**src/morse_character_keyer_defines.svh**
```systemverilog
// Assertion macros used by the keyer top level.
`ifndef MORSE_CHARACTER_KEYER_DEFINES_SVH
`define MORSE_CHARACTER_KEYER_DEFINES_SVH

// Same-cycle implication, disabled during reset.
`define MCK_ASSERT_NOW(label, clk, rst_n, ante, cons, msg) \
  label: assert property (@(posedge clk) disable iff (!rst_n) (ante) |-> (cons)) \
    else $error(msg);

// Next-cycle implication, disabled during reset.
`define MCK_ASSERT_NEXT(label, clk, rst_n, ante, cons, msg) \
  label: assert property (@(posedge clk) disable iff (!rst_n) (ante) |=> (cons)) \
    else $error(msg);

`endif

```
**src/mck_pkg.sv**
```systemverilog
// Shared constants, types and the Morse pattern lookup for the keyer.
`default_nettype none

package mck_pkg;

  localparam int RegWidth             = 24;
  localparam int DurationWidthDefault = 24;
  localparam int CharWidth            = 8;
  localparam int CountWidth           = 3;
  localparam int BitsWidth            = 5;
  localparam int NumPatterns          = 36;
  localparam int SelWidth             = 6;
  localparam int FifoDepth            = 2;

  localparam logic [RegWidth-1:0] DotReset  = 24'd200000;
  localparam logic [RegWidth-1:0] DashReset = 24'd600000;
  localparam logic [RegWidth-1:0] GapReset  = 24'd600000;

  localparam logic [CharWidth-1:0] CharLowA  = 8'h61;
  localparam logic [CharWidth-1:0] CharLowZ  = 8'h7a;
  localparam logic [CharWidth-1:0] CharZero  = 8'h30;
  localparam logic [CharWidth-1:0] CharNine  = 8'h39;
  localparam logic [SelWidth-1:0]  DigitBase = 6'd26;

  typedef enum logic [1:0] {
    RegDot  = 2'd0,
    RegDash = 2'd1,
    RegGap  = 2'd2
  } reg_idx_e;

  // Symbol counts and patterns (1 = dash), a-z then 0-9, first symbol in the
  // highest used bit.
  localparam logic [CountWidth-1:0] SymCount [NumPatterns] = '{
    3'd2, 3'd4, 3'd4, 3'd3, 3'd1, 3'd4, 3'd3, 3'd4, 3'd2, 3'd4, 3'd3, 3'd4,
    3'd2, 3'd2, 3'd3, 3'd4, 3'd4, 3'd3, 3'd3, 3'd1, 3'd3, 3'd4, 3'd3, 3'd4,
    3'd4, 3'd4,
    3'd5, 3'd5, 3'd5, 3'd5, 3'd5, 3'd5, 3'd5, 3'd5, 3'd5, 3'd5
  };
  localparam logic [BitsWidth-1:0] SymBits [NumPatterns] = '{
    5'd1, 5'd8, 5'd10, 5'd4, 5'd0, 5'd2, 5'd6, 5'd0, 5'd0, 5'd7, 5'd5, 5'd4,
    5'd3, 5'd2, 5'd7, 5'd6, 5'd13, 5'd2, 5'd0, 5'd1, 5'd1, 5'd1, 5'd3, 5'd9,
    5'd11, 5'd12,
    5'd31, 5'd15, 5'd7, 5'd3, 5'd1, 5'd0, 5'd16, 5'd24, 5'd28, 5'd30
  };

  // One classified character; bits are left-aligned so the current symbol
  // always sits in the top bit.
  typedef struct packed {
    logic                  unsup;
    logic [CountWidth-1:0] count;
    logic [BitsWidth-1:0]  bits;
  } pattern_t;

  function automatic pattern_t classify(input logic [CharWidth-1:0] c);
    pattern_t             p;
    logic [SelWidth-1:0]  sel;
    logic                 is_letter;
    logic                 is_digit;
    logic [BitsWidth-1:0] raw;
    p         = '0;
    is_letter = (c >= CharLowA) && (c <= CharLowZ);
    is_digit  = (c >= CharZero) && (c <= CharNine);
    if (is_letter) begin
      sel = SelWidth'(c - CharLowA);
    end else begin
      sel = DigitBase + SelWidth'(c - CharZero);
    end
    if (is_letter || is_digit) begin
      raw     = SymBits[sel];
      p.count = SymCount[sel];
      p.bits  = raw << (3'(BitsWidth) - p.count);
    end else begin
      p.unsup = 1'b1;
    end
    return p;
  endfunction

endpackage

`default_nettype wire

```
**src/mck_front.sv**
```systemverilog
// Front end: takes characters and classifies them into Morse patterns.
`default_nettype none

module mck_front (
  input  logic                               in_valid_i,
  input  logic [mck_pkg::CharWidth-1:0]      character_i,
  input  logic                               queue_full_i,
  output logic                               in_stall_o,
  output logic                               push_o,
  output mck_pkg::pattern_t                  push_data_o
);
  import mck_pkg::*;

  assign in_stall_o  = queue_full_i;
  assign push_o      = in_valid_i && !queue_full_i;
  assign push_data_o = classify(character_i);

endmodule

`default_nettype wire

```
**src/mck_fifo.sv**
```systemverilog
// Short pattern queue between front and back end.
`default_nettype none

module mck_fifo #(
  parameter int Depth = mck_pkg::FifoDepth
) (
  input  logic              clk_i,
  input  logic              rst_ni,
  input  logic              push_i,
  input  mck_pkg::pattern_t push_data_i,
  input  logic              pop_i,
  output mck_pkg::pattern_t pop_data_o,
  output logic              empty_o,
  output logic              full_o
);
  import mck_pkg::*;

  localparam int PtrWidth = (Depth > 1) ? $clog2(Depth) : 1;
  localparam int CntWidth = $clog2(Depth + 1);

  pattern_t              entries_q [Depth];
  logic [PtrWidth-1:0]   wr_ptr_q, wr_ptr_d;
  logic [PtrWidth-1:0]   rd_ptr_q, rd_ptr_d;
  logic [CntWidth-1:0]   count_q,  count_d;

  function automatic logic [PtrWidth-1:0] bump(input logic [PtrWidth-1:0] p);
    return (p == PtrWidth'(Depth - 1)) ? '0 : p + 1'b1;
  endfunction

  assign empty_o    = (count_q == '0);
  assign full_o     = (count_q == CntWidth'(Depth));
  assign pop_data_o = entries_q[rd_ptr_q];

  always_comb begin
    wr_ptr_d = push_i ? bump(wr_ptr_q) : wr_ptr_q;
    rd_ptr_d = pop_i  ? bump(rd_ptr_q) : rd_ptr_q;
    count_d  = count_q;
    if (push_i && !pop_i) begin
      count_d = count_q + 1'b1;
    end else if (pop_i && !push_i) begin
      count_d = count_q - 1'b1;
    end
  end

  always_ff @(posedge clk_i or negedge rst_ni) begin
    if (!rst_ni) begin
      wr_ptr_q <= '0;
      rd_ptr_q <= '0;
      count_q  <= '0;
    end else begin
      wr_ptr_q <= wr_ptr_d;
      rd_ptr_q <= rd_ptr_d;
      count_q  <= count_d;
    end
  end

  always_ff @(posedge clk_i) begin
    if (push_i) begin
      entries_q[wr_ptr_q] <= push_data_i;
    end
  end

endmodule

`default_nettype wire

```
**src/mck_back.sv**
```systemverilog
// Back end: plays a pattern out as LED segments, one per cycle while the output is not stalled.
`default_nettype none

module mck_back #(
  parameter int DurationWidth = mck_pkg::DurationWidthDefault
) (
  input  logic                         clk_i,
  input  logic                         rst_ni,
  input  logic [mck_pkg::RegWidth-1:0] dot_length_i,
  input  logic [mck_pkg::RegWidth-1:0] dash_length_i,
  input  logic [mck_pkg::RegWidth-1:0] char_gap_length_i,
  input  mck_pkg::pattern_t            pop_data_i,
  input  logic                         queue_empty_i,
  output logic                         pop_o,
  output logic                         out_valid_o,
  input  logic                         out_stall_i,
  output logic                         led_level_o,
  output logic [DurationWidth-1:0]     duration_o,
  output logic                         last_segment_o
);
  import mck_pkg::*;

  localparam int ExtWidth = (DurationWidth > RegWidth) ? DurationWidth : RegWidth;
  localparam logic [ExtWidth-1:0] DurMax = ExtWidth'({DurationWidth{1'b1}});

  typedef enum logic [1:0] {
    Idle,
    SendGap,
    SendMark,
    SendSpace
  } state_e;

  state_e                 state_q, state_d;
  logic [CountWidth-1:0]  cnt_q, cnt_d;
  logic [BitsWidth-1:0]   bits_q, bits_d;
  logic                   valid_q, valid_d;
  logic                   led_q, led_d;
  logic [DurationWidth-1:0] dur_q, dur_d;
  logic                   last_q, last_d;

  logic                   out_free;
  logic                   finishing;
  logic [DurationWidth-1:0] dot_fit, dash_fit, gap_fit;

  // Saturate a register value into the duration field.
  function automatic logic [DurationWidth-1:0] fit(input logic [RegWidth-1:0] v);
    logic [ExtWidth-1:0] ext;
    ext = ExtWidth'(v);
    return (ext > DurMax) ? DurationWidth'(DurMax) : DurationWidth'(ext);
  endfunction

  assign dot_fit  = fit(dot_length_i);
  assign dash_fit = fit(dash_length_i);
  assign gap_fit  = fit(char_gap_length_i);

  assign out_free  = !valid_q || !out_stall_i;
  assign finishing = out_free &&
                     ((state_q == SendGap) ||
                      ((state_q == SendSpace) && (cnt_q == CountWidth'(1))));
  assign pop_o     = !queue_empty_i && ((state_q == Idle) || finishing);

  always_comb begin
    state_d = state_q;
    cnt_d   = cnt_q;
    bits_d  = bits_q;
    valid_d = valid_q;
    led_d   = led_q;
    dur_d   = dur_q;
    last_d  = last_q;
    if (out_free) begin
      unique case (state_q)
        Idle: begin
          valid_d = 1'b0;
        end
        SendGap: begin
          valid_d = 1'b1;
          led_d   = 1'b0;
          dur_d   = gap_fit;
          last_d  = 1'b1;
          state_d = Idle;
        end
        SendMark: begin
          valid_d = 1'b1;
          led_d   = 1'b1;
          dur_d   = bits_q[BitsWidth-1] ? dash_fit : dot_fit;
          last_d  = 1'b0;
          state_d = SendSpace;
        end
        SendSpace: begin
          valid_d = 1'b1;
          led_d   = 1'b0;
          dur_d   = dot_fit;
          last_d  = (cnt_q == CountWidth'(1));
          bits_d  = bits_q << 1;
          cnt_d   = cnt_q - 1'b1;
          state_d = (cnt_q == CountWidth'(1)) ? Idle : SendMark;
        end
        default: begin
          state_d = Idle;
        end
      endcase
    end
    if (pop_o) begin
      state_d = pop_data_i.unsup ? SendGap : SendMark;
      cnt_d   = pop_data_i.count;
      bits_d  = pop_data_i.bits;
    end
  end

  always_ff @(posedge clk_i or negedge rst_ni) begin
    if (!rst_ni) begin
      state_q <= Idle;
      cnt_q   <= '0;
      bits_q  <= '0;
      valid_q <= 1'b0;
      led_q   <= 1'b0;
      dur_q   <= '0;
      last_q  <= 1'b0;
    end else begin
      state_q <= state_d;
      cnt_q   <= cnt_d;
      bits_q  <= bits_d;
      valid_q <= valid_d;
      led_q   <= led_d;
      dur_q   <= dur_d;
      last_q  <= last_d;
    end
  end

  assign out_valid_o    = valid_q;
  assign led_level_o    = led_q;
  assign duration_o     = dur_q;
  assign last_segment_o = last_q;

endmodule

`default_nettype wire

```
**src/morse_character_keyer.sv**
```systemverilog
// Top level of the Morse character keyer: config registers, front, queue, back.
//
//  channel | direction | handshake                 | payload
//  --------+-----------+---------------------------+-----------------------------------
//  in      | to block  | in_valid_i / in_stall_o   | character_i
//  out     | from block| out_valid_o / out_stall_i | led_level_o, duration_o, last_segment_o
//  cfg     | to block  | cfg_valid_i / cfg_ready_o | cfg_index_i, cfg_data_i
//
//  A character is classified in the cycle it is taken and queued (two entries).
//  The segment emitter produces one segment per cycle unless the output stalls: a
//  letter or digit gives 2 to 10 segments (two per symbol), any other character gives one.
//  The next character is loaded in the same cycle its predecessor's last
//  segment is registered for output, so characters follow each other without bubbles.
//  Reset (async, active low) restores dot 200000, dash 600000, gap 600000 and
//  empties the queue and output register. Out stalls hold the output register
//  and back up into the queue; in_stall_o rises only when the queue is full.
//  cfg_ready_o is always high; writes to an index beyond the list are dropped.
`default_nettype none
`include "morse_character_keyer_defines.svh"

module morse_character_keyer #(
  parameter int DurationWidth = mck_pkg::DurationWidthDefault
) (
  input  logic                          clk_i,
  input  logic                          rst_ni,
  // character input
  input  logic                          in_valid_i,
  output logic                          in_stall_o,
  input  logic [mck_pkg::CharWidth-1:0] character_i,
  // segment output
  output logic                          out_valid_o,
  input  logic                          out_stall_i,
  output logic                          led_level_o,
  output logic [DurationWidth-1:0]      duration_o,
  output logic                          last_segment_o,
  // register writes
  input  logic                          cfg_valid_i,
  output logic                          cfg_ready_o,
  input  logic [1:0]                    cfg_index_i,
  input  logic [mck_pkg::RegWidth-1:0]  cfg_data_i
);
  import mck_pkg::*;

  logic [RegWidth-1:0] dot_length_q, dash_length_q, char_gap_length_q;
  logic [RegWidth-1:0] dot_length_d, dash_length_d, char_gap_length_d;

  logic     fifo_push, fifo_pop, fifo_empty, fifo_full;
  pattern_t fifo_wdata, fifo_rdata;

  // Register file: always ready, one transfer per cycle.
  assign cfg_ready_o = 1'b1;

  always_comb begin
    dot_length_d      = dot_length_q;
    dash_length_d     = dash_length_q;
    char_gap_length_d = char_gap_length_q;
    if (cfg_valid_i && cfg_ready_o) begin
      unique case (reg_idx_e'(cfg_index_i))
        RegDot:  dot_length_d      = cfg_data_i;
        RegDash: dash_length_d     = cfg_data_i;
        RegGap:  char_gap_length_d = cfg_data_i;
        default: ;  // unmapped index: write dropped
      endcase
    end
  end

  always_ff @(posedge clk_i or negedge rst_ni) begin
    if (!rst_ni) begin
      dot_length_q      <= DotReset;
      dash_length_q     <= DashReset;
      char_gap_length_q <= GapReset;
    end else begin
      dot_length_q      <= dot_length_d;
      dash_length_q     <= dash_length_d;
      char_gap_length_q <= char_gap_length_d;
    end
  end

  mck_front u_front (
    .in_valid_i   (in_valid_i),
    .character_i  (character_i),
    .queue_full_i (fifo_full),
    .in_stall_o   (in_stall_o),
    .push_o       (fifo_push),
    .push_data_o  (fifo_wdata)
  );

  mck_fifo #(
    .Depth (FifoDepth)
  ) u_fifo (
    .clk_i       (clk_i),
    .rst_ni      (rst_ni),
    .push_i      (fifo_push),
    .push_data_i (fifo_wdata),
    .pop_i       (fifo_pop),
    .pop_data_o  (fifo_rdata),
    .empty_o     (fifo_empty),
    .full_o      (fifo_full)
  );

  mck_back #(
    .DurationWidth (DurationWidth)
  ) u_back (
    .clk_i             (clk_i),
    .rst_ni            (rst_ni),
    .dot_length_i      (dot_length_q),
    .dash_length_i     (dash_length_q),
    .char_gap_length_i (char_gap_length_q),
    .pop_data_i        (fifo_rdata),
    .queue_empty_i     (fifo_empty),
    .pop_o             (fifo_pop),
    .out_valid_o       (out_valid_o),
    .out_stall_i       (out_stall_i),
    .led_level_o       (led_level_o),
    .duration_o        (duration_o),
    .last_segment_o    (last_segment_o)
  );

  // A taken character is still queued in the following cycle.
  `MCK_ASSERT_NEXT(a_push_lands, clk_i, rst_ni, in_valid_i && !in_stall_o, !fifo_empty, "accepted character missing from queue")
  // An LED-on segment is always followed by its gap, so it is never last.
  `MCK_ASSERT_NOW(a_mark_not_last, clk_i, rst_ni, out_valid_o && led_level_o, !last_segment_o, "mark segment flagged last")
  // The emitter never pops an empty queue.
  `MCK_ASSERT_NOW(a_no_pop_empty, clk_i, rst_ni, fifo_pop, !fifo_empty, "pop from empty queue")

endmodule

`default_nettype wire
```
**config.mk**
```make
export PLATFORM = sky130hd
export DESIGN_NAME = morse_character_keyer
export DESIGN_NICKNAME = d
export VERILOG_FILES = /design/src/mck_pkg.sv /design/src/mck_front.sv /design/src/mck_fifo.sv /design/src/mck_back.sv /design/src/morse_character_keyer.sv
export VERILOG_INCLUDE_DIRS = /design/src /design/src/src
export SDC_FILE = /design/constraint.sdc
export NUM_CORES = 1
export LEC_CHECK = 0
export ABC_AREA = 1
export BUFFER_PORTS_ARGS = -buffer_cell sky130_fd_sc_hd__buf_2
export CAP_MARGIN = 20
export CORE_UTILIZATION = 35
export CTS_BUF_LIST = sky130_fd_sc_hd__clkbuf_8
export DETAILED_ROUTE_END_ITERATION = 10
export PLACE_DENSITY = 0.53
export SLEW_MARGIN = 20
export SYNTH_ARGS = -nofsm -noshare
export SYNTH_HDL_FRONTEND = slang
export SYNTH_SLANG_ARGS = --single-unit
```
**constraint.sdc**
```tcl
create_clock -name clk_i -period 2.7 [get_ports clk_i]
set_input_delay 0.135 -clock clk_i [delete_from_list [all_inputs] [get_ports clk_i]]
set_output_delay 0.135 -clock clk_i [all_outputs]
set_load 0.02 [all_outputs]
```
Yosys cells after proc, flatten, opt, wreduce, memory -nomap -nowiden
Memories as Yosys holds them, arrays and structs flattened.
Cells that the tools add are included.
- $add $sub $neg: 9
- multiply operators: 0
- divide/modulo/power cells: 0
- order comparisons: 8
- equal/unequal tests: 7
- shifts and indexed selects: 1
- mux-type cells: 32
- bitwise gates (word level): 1
- reduce and logical (&&, ||, !) cells: 36
- operators by type and width (kind ; count):
    24-bit two-way mux ; 4
    24-bit > comparator, second input constant ; 3
    24-bit case mux with 3 select lines ; 1
    5-bit two-way mux ; 5
    3-bit two-way mux ; 5
    2-bit AND reduction ; 7
    2-bit two-way mux ; 6
    6-bit subtractor, second input constant ; 2
    2-bit equality test, second input constant ; 4
    8-bit by 6-bit greater-or-equal comparator with 1-bit output, second input constant ; 1
    8-bit by 7-bit greater-or-equal comparator with 1-bit output, second input constant ; 1
    8-bit by 6-bit less-or-equal comparator with 1-bit output, second input constant ; 1
    8-bit by 7-bit less-or-equal comparator with 1-bit output, second input constant ; 1
    1-bit logical AND ; 8
    8-bit two-way mux ; 1
    2-bit nonzero test ; 4
    7-bit greater-or-equal comparator, second input constant ; 1
    6-bit inverter with 7-bit output ; 1
    5-bit by 6-bit adder with 6-bit output, first input constant ; 1
    1-bit zero test ; 6
    2-bit zero test ; 3
    6-bit two-way mux ; 1
    2-bit case mux with 3 select lines ; 1
    1-bit two-way mux ; 5
    other kinds (15) ; 21
- bits in registers: 113
- bits in latches: 0
- RAM bits: 18
- bits in read-only memories: 512
- bits of input ports: 39
- output and inout bits: 29
- logic and storage cells: 110
- memories kept: 3
- memories (name ; depth ; width ; rd ports ; clocked after Yosys merged registers in ; write ports ; line ; RTL):
    (name not given) ; 64 ; 5 ; 1 ; 0 ; 0 ; mck_pkg.sv:69 ; raw = SymBits[sel];
    (name not given) ; 64 ; 3 ; 1 ; 0 ; 0 ; mck_pkg.sv:70 ; p.count = SymCount[sel];
    u_fifo.entries_q ; 2 ; 9 ; 1 ; 0 ; 1 ; mck_fifo.sv:21 ; pattern_t entries_q [Depth];

Depth between registers and ports, before layout
Gate-level depths: netlist of the first run.
- depth after elaboration: 10
- mapped depth: 22
- depth with buffers taken out: 22

Modules after synthesis
From an unflattened synthesis of the first run, not the netlist that was laid out.
- cells, all modules: 1004
- area, all modules: 7770.0 um^2
- by module, submodules not included (module ; times used ; cells each ; area an instance (um^2) ; seq. area each (um^2)):
    morse_character_keyer ; 1 ; 322 ; 2980.4 ; 1829.3
    mck_back ; 1 ; 395 ; 2571.2 ; 925.9
    mck_front ; 1 ; 234 ; 1325.0 ; 0.0
    mck_fifo ; 1 ; 53 ; 893.4 ; 640.6

Worst setup path before layout of the first run
OpenSTA, ideal clock, no wires.
- path kind: input-to-reg
- start: input port character_i[1] in the netlist's numbering
- end: memory u_fifo.entries_q[0][4] in the netlist's numbering (data pin)
- setup time: 0.253 ns
- arrival: 2.313 ns
- data required time: 2.447 ns
- path slack: 0.134 ns
- stages on the path: 20
- buffers on the path: 0
- cells stage by stage: inv_1 > ha_1 > inv_1 > nor2_2 > nand3_4 > nand3_4 > nand2_1 > o21ai_1 > inv_1 > ha_1 > nand3_1 > nand3_2 > nand2_1 > inv_1 > nor2_2 > nand2_2 > nand3_2 > nand2_1 > inv_1 > nor2_1
- RTL lines (item ; line ; RTL):
    start, declared ; morse_character_keyer.sv:29 ; input logic [mck_pkg::CharWidth-1:0] character_i,
    end, declared ; mck_fifo.sv:21 ;

==> out/summary.txt, run 1 <==
crit path DAT = 2440 ps
max-cap viol count = 0
DR WL/cell = 13.6 µm
RSZ-0062 raised after global routing = false
via count = 5508
clock buffer depth = 2
1st-pass router iterations = 4
syn_area_per_cell = 8.34 µm²
Top-Level Pins = 68
cell area power density = 902 nW/µm²
port bufs = 66
Iter 0 DRT Violations = 334
CTS tree = yes
die area = 19800 µm²
core area = 18800 µm²
max-slew violations = 0
Setup TNS = 0 ps
synthesized cell area = 6740 µm²
startpoint types = input pin
CP Cell Sequence = buf_2, inv_1, ha_1, inv_1, nor2_2, nand3_4, nand3_4, nand2_1, o21ai_1, inv_1, ha_1, nand3_1, nand2_1, inv_1, nand2_1, nand2_1, inv_1, nand2_1, inv_1, nand2_1, nand2_1, and3_1
total global routing track utilization = 0.169
final period utilization = 0.840
Post-Route WL = 15700 µm
Vias/cell = 4.78
DRC violations left = 0
fmax = 441 MHz
initial antenna violation count = 0
status = finished, final reports clean
Hold WS = 33.2 ps
area post-placement = 7420 µm²
final worst slack = 433 ps
Die Wd = 141 µm
Setup CP Type = input pin to flip-flop
clock latency on the worst-skew pair = 430 ps
nets = 962
DP Cell Count = 1098
initial core utilization = 0.359
Fin Clk Skew = 12.6 ps
Synth-to-Final Area Change = 18.5%
FFs w/ async S/R, synth = 0.863
largest area contributor in the netlist = dfrtp_1
Die Height = 141 µm
TritonCTS sink count = 131
Yosys Warn Count = 0
number of synthesized register bits = 131
leak pwr = 3.85 nW
Main synth FF type = dfrtp_1
Setup crit end kind = flip-flop
aggregate global routing overflow = 0
Place WS = -10.5 ps
slowest CP cell = ha_1
Non-Filler Instances = 1152
Syn Nets = 866
Fin. Hold Viols = 0
Util after Layout = 0.426
post-CTS setup buffers = 0
Netlist cell types = 40
CTS Buf Count = 17
final setup vio count = 0
largest net degree at the start of global routing = 77
sequential fraction of the synthesis area = 0.504
post-layout min period = 2270 ps
Post-Synthesis Cells = 809
CP Max Fanout = 6
antenna-violating nets left = 0
Synth area leaders = dfrtp_1 34%, nand2_1 13%, dfstp_2 8.6%, o21ai_0 8.4%, edfxtp_1 8.0%
Synth top area share = 0.338
clock slew at reported path FFs = 70 ps
CP peak stage delay = 220 ps
Antenna diodes = 0
H-tree Lvls = 4
first-pass GRT wire length = 26500 µm
GP Congestion = 0.865
Critical Path RT = 2880 ps
DP HPWL = 10300 µm
Slew headroom = 0.551
Crit path top cell by count = nand2_1
final instance area = 7990 µm²
vias in the first global route = 5307
Least-Margin Pin Slew = 669 ps
number of flops mapped to enable cells by yosys = 18
VDD IR max = 330 µV
CTS root buf = clkbuf_8
Min-Delay Path Class = input pin to flip-flop
Site Rows = 50
Final Power = 7.21 mW
share of layout cells above drive strength 1 = 0.205
metal layers:
metal | vias up | wire length [µm] | global-route usage
met1 | 2562 | 7880 | 0.230
met5 | - | 0 | 0
li1 | 2845 | - | -
met3 | 12 | 565 | 0.0363
met2 | 89 | 7090 | 0.269
met4 | 0 | 155 | 0.0509
synthesized netlist by cell type (2+ instances only):
cell type and n:
nand2_1 226, o21ai_0 113, dfrtp_1 91, inv_1 64, nor2_1 63, nand3_1 33, clkbuf_1 30, a21oi_1 28
dfstp_2 22, edfxtp_1 18, ha_1 18, a221oi_1 16, nand2_2 11, a31oi_1 10, inv_2 9, xor2_1 8
nand3_2 5, nor2_2 5, nand2_4 4, nand4_1 4, o311ai_0 4, nand3_4 3, buf_1 2, buf_6 2
clkinv_1 2, nor3_1 2, o21ai_2 2, xnor2_1 2
state kept, by name, summed over array words and instances, names as in the netlist:
register	flops
u_back.out_valid_o	1
u_fifo.rd_ptr_q	1
u_back.bits_q	5
dot_length_q	24
dash_length_q	24
u_back.led_level_o	1
u_fifo.wr_ptr_q	1
u_fifo.count_q	2
u_back.state_q	2
u_fifo.entries_q	18
char_gap_length_q	24
u_back.duration_o	24
u_back.cnt_q	3
u_back.last_segment_o	1
timing repair:
action / 4_1_cts / 5_1_grt
hold buffers: 22 / 0
setup endpoints to repair: 0 / 0
gates resized for setup: 0 / 0
endpoints found under the hold margin: 90 / 0
critical path, delay by kind of cell:
family	cells	cell delay, ps
adders and majority gates	2	390
buffers and inverters	7	590
AOI/OAI and AO/OA	1	160
and+or+nand+nor	12	1160
cells by family after synthesis:
logic type,synth area share
AO/OA/AOI/OAI,0.144
XOR/XNOR,0.0130
adder cells (fa/ha/maj),0.0334
buffers and inverters,0.0672
flip-flops,0.504
other,0.000556
AND/OR/NAND/NOR,0.238
worst paths after layout:
| path | startpoint | slack, ps | depth (start not counted) | end |
|---|---|---|---|---|
| setup / recovery | character_i[1] | 430 | 22 | u_fifo.entries_q[1][1]$_DFFE_PP_ |
| hold reg to reg | u_back.led_level_o$_DFFE_PN0P_ | 470 | 2 | u_back.led_level_o$_DFFE_PN0P_ |
| hold / removal | cfg_data_i[16] | 30 | 3 | dot_length_q[16]$_DFFE_PN1P_ |
| max in group asynchronous | rst_ni | 1670 | 3 | char_gap_length_q[13]$_DFFE_PN1P_ |
| min in group asynchronous | rst_ni | 220 | 2 | u_back.led_level_o$_DFFE_PN0P_ |
| setup reg to reg | u_back.out_valid_o$_DFFE_PN0P_ | 600 | 7 | u_back.duration_o[15]$_DFFE_PN0P_ |
report_power, final:
group | internal [mW] | switching, mW
clock network | 0.667 | 0.799
logic | 0.977 | 1.88
registers | 2.59 | 0.300
layout by cell type (no fill, tap or decap), types with 11 or more instances in the layout:
cell type      netlist  final
a21oi_1             28     28
a221oi_1            16     16
buf_2                0     65
buf_4                1     24
clkbuf_8             0     18
dfrtp_1             91     91
dfstp_2             22     22
dlygate4sd3_1        0     22
edfxtp_1            18     18
ha_1                18     18
inv_1               64     64
nand2_1            226    226
nand2_2             11     11
nand3_1             33     33
nor2_1              63     63
o21ai_0            113    113
cell type report:
type	instances	area [µm²]
Clock buffer	18	248
Clock inverter	14	104
Tap cell	234	293
Sequential cell	131	3400
Multi-Input combinational cell	566	2900
Timing Repair Buffer	113	766
Inverter	76	288
Fill cell	1931	10800
No activity file was read; power rests on OpenSTA's default activity.
==> run 2, diff against run 1 <==
- clock period: 2.7 -> 2.3 ns (I/O delays scaled with it)
==> run 2 against run 1 <==
Setup slack worse by 170 ps. Register-to-register slack worse by 90 ps. Final cell count is 3.2% higher. Die area stayed put. Largest power group unchanged. Wire length down 1.6%. Utilization is 2.3 points higher. Clock skew about the same. Sequential power is 18% higher.
==> out/summary.txt, run 2 (same netlist as run 1, synthesis figures left out) <==
Least-Margin Pin Slew = 628 ps (-41.0 ps)
Top-Level Pins = 68 (unchanged)
slowest CP cell = o21ai_4
H-tree Lvls = 4 (unchanged)
vias in the first global route = 5366 (+1.1%)
clock slew at reported path FFs = 70 ps (about the same)
final period utilization = 0.886
post-layout min period = 2040 ps
CP peak stage delay = 250 ps (+30 ps)
Post-Route WL = 15400 µm (-1.6%)
VDD IR max = 456 µV (+38%)
DP Cell Count = 1131 (+3.0%)
Crit path top cell by count = nand2_1
r2r worst-path depth = 8 (+1)
nets = 999 (+3.8%)
DR WL/cell = 13.0 µm (-4.7%)
largest net degree at the start of global routing = 114 (+48%)
leak pwr = 4.06 nW (+5.5%)
Slew headroom = 0.582 (+0.0301)
Min-Delay Path Class = input pin to flip-flop
Final Power = 8.90 mW (+23%)
CP Cell Sequence = buf_2, clkinvlp_4, ha_4, inv_2, nor2_2, nand3_4, nand3_4, o21ai_4, inv_2, ha_1, nand3_2, nand2_1, inv_1, nand2_1, nand2_1, inv_1, nand2_1, inv_1, nand2_1, nand2_1, and3_1
R2R Path End = u_back.cnt_q[1]$_DFFE_PN0P_
Fin Clk Skew = 12.6 ps (-0.00240 ps)
clock buffer depth = 2 (unchanged)
area post-placement = 7710 µm² (+4.0%)
CTS root buf = clkbuf_8
CTS tree = yes
CTS Buf Count = 17 (unchanged)
die area = 19800 µm² (unchanged)
GP Congestion = 0.820 (-5.2%)
Critical Path RT = 2470 ps (-410 ps)
fmax = 491 MHz
clock latency on the worst-skew pair = 430 ps (about the same)
port bufs = 66 (unchanged)
CP Max Fanout = 6 (unchanged)
worst r2r src = u_back.cnt_q[0]$_DFFE_PN0P_
hold path startpoint = in_valid_i
Setup crit end kind = flip-flop
via count = 5591 (+1.5%)
Die Wd = 141 µm (unchanged)
most common cell after layout, fill and taps aside = nand2_1
crit path DAT = 2210 ps (-230 ps)
Non-Filler Instances = 1189 (+3.2%)
most frequent cells in the layout = 224 x nand2_1, 113 x o21ai_0, 91 x dfrtp_1, 65 x buf_2, 63 x nor2_1
first-pass GRT wire length = 26500 µm (about the same)
Iter 0 DRT Violations = 356 (+6.6%)
Die Height = 141 µm (unchanged)
final setup vio count = 0 (unchanged)
initial core utilization = 0.359 (unchanged)
Util after Layout = 0.448 (+0.0227)
total global routing track utilization = 0.167 (-0.00212)
RSZ-0062 raised after global routing = false
Site Rows = 50 (unchanged)
R2R Setup Slk = 510 ps (-90 ps)
initial antenna violation count = 0 (unchanged)
max-cap viol count = 0 (unchanged)
post-cts sizing count = 0 (unchanged)
DRC violations left = 0 (unchanged)
cell area power density = 1060 nW/µm² (+17%)
status = finished, final reports clean
DP HPWL = 10300 µm (-0.15%)
hold endpoint = u_fifo.wr_ptr_q$_DFFE_PN0P_
max-slew violations = 0 (unchanged)
core area = 18800 µm² (unchanged)
Antenna diodes = 0 (unchanged)
Vias/cell = 4.70 (-1.7%)
startpoint types = input pin
worst hold path stage count = 5 (+2)
Setup CP Type = input pin to flip-flop
Fin. Hold Viols = 0 (unchanged)
share of layout cells above drive strength 1 = 0.243 (+0.0381)
final instance area = 8420 µm² (+5.3%)
Synth-to-Final Area Change = 24.8%
antenna-violating nets left = 0 (unchanged)
TritonCTS sink count = 131 (unchanged)
1st-pass router iterations = 5 (+1)
final worst slack = 262 ps (-170 ps)
Place WS = -184 ps (-173 ps)
aggregate global routing overflow = 0 (unchanged)
[run 2: cell count changes in the layout (fill, tap and decap cells not counted), sizes merged]
cell         delta
buf            +33
inv             -5
bufinv          +4
dlygate4sd3     +4
clkinv          +2
clkbuf          -1
[run 2: layer usage]
layer	global-route usage	up-vias	share of wire
li1	-	2925	-
met1	0.228	2553	0.50
met2	0.268	102	0.46
met3	0.0350	11	0.036
met4	0.0441	0	0.0079
met5	0	-	0
[run 2: final cells by class]
cell class,count,area (µm²)
fillers,1863,10400
flip-flops and latches,131,3400
multi-input cells,566,2950
repair buffers,150,1040
inverters,76,294
well taps,234,293
clock buffers,17,234
clock inverters,15,206
[run 2: critical path, delay by kind of cell]
family | cells | cell delay [ps]
and+or+nand+nor | 11 | 900
buffers and inverters | 7 | 550
adders and majority gates | 2 | 390
AOI/OAI and AO/OA | 1 | 250
[run 2: what timing repair did]
item,4_1_cts,5_1_grt
hold endpoints to repair,163,0
buffers inserted,0,0
hold buffers,26,0
[run 2: power breakdown]
group | switching (mW) | internal (mW)
logic | 2.16 | 1.22
clock network | 0.926 | 1.19
registers | 0.369 | 3.04
total | 3.45 | 5.45
[run 2: worst max path at each step]
stage | from | cells past startpoint | slack [ps] | endpoint
finish | character_i[1] | 21 | 260 | u_fifo.entries_q[0][1]$_DFFE_PP_
global route | character_i[1] | 21 | 30 | u_fifo.entries_q[0][4]$_DFFE_PP_
CTS | character_i[1] | 21 | 280 | u_fifo.entries_q[1][2]$_DFFE_PP_
detailed placement | character_i[1] | 21 | -180 | u_fifo.entries_q[0][2]$_DFFE_PP_
global placement | character_i[1] | 21 | -160 | u_fifo.entries_q[1][4]$_DFFE_PP_
floorplan | character_i[1] | 18 | -4 | u_fifo.entries_q[0][4]$_DFFE_PP_
[run 2: stage by stage]
stage	TNS [ps]	hold WS [ps]
after CTS	0	140
after global routing	0	207
final	0	157
after detailed placement	-1750	250
after floorplan	-8.40	-181
after global placement	-1570	251
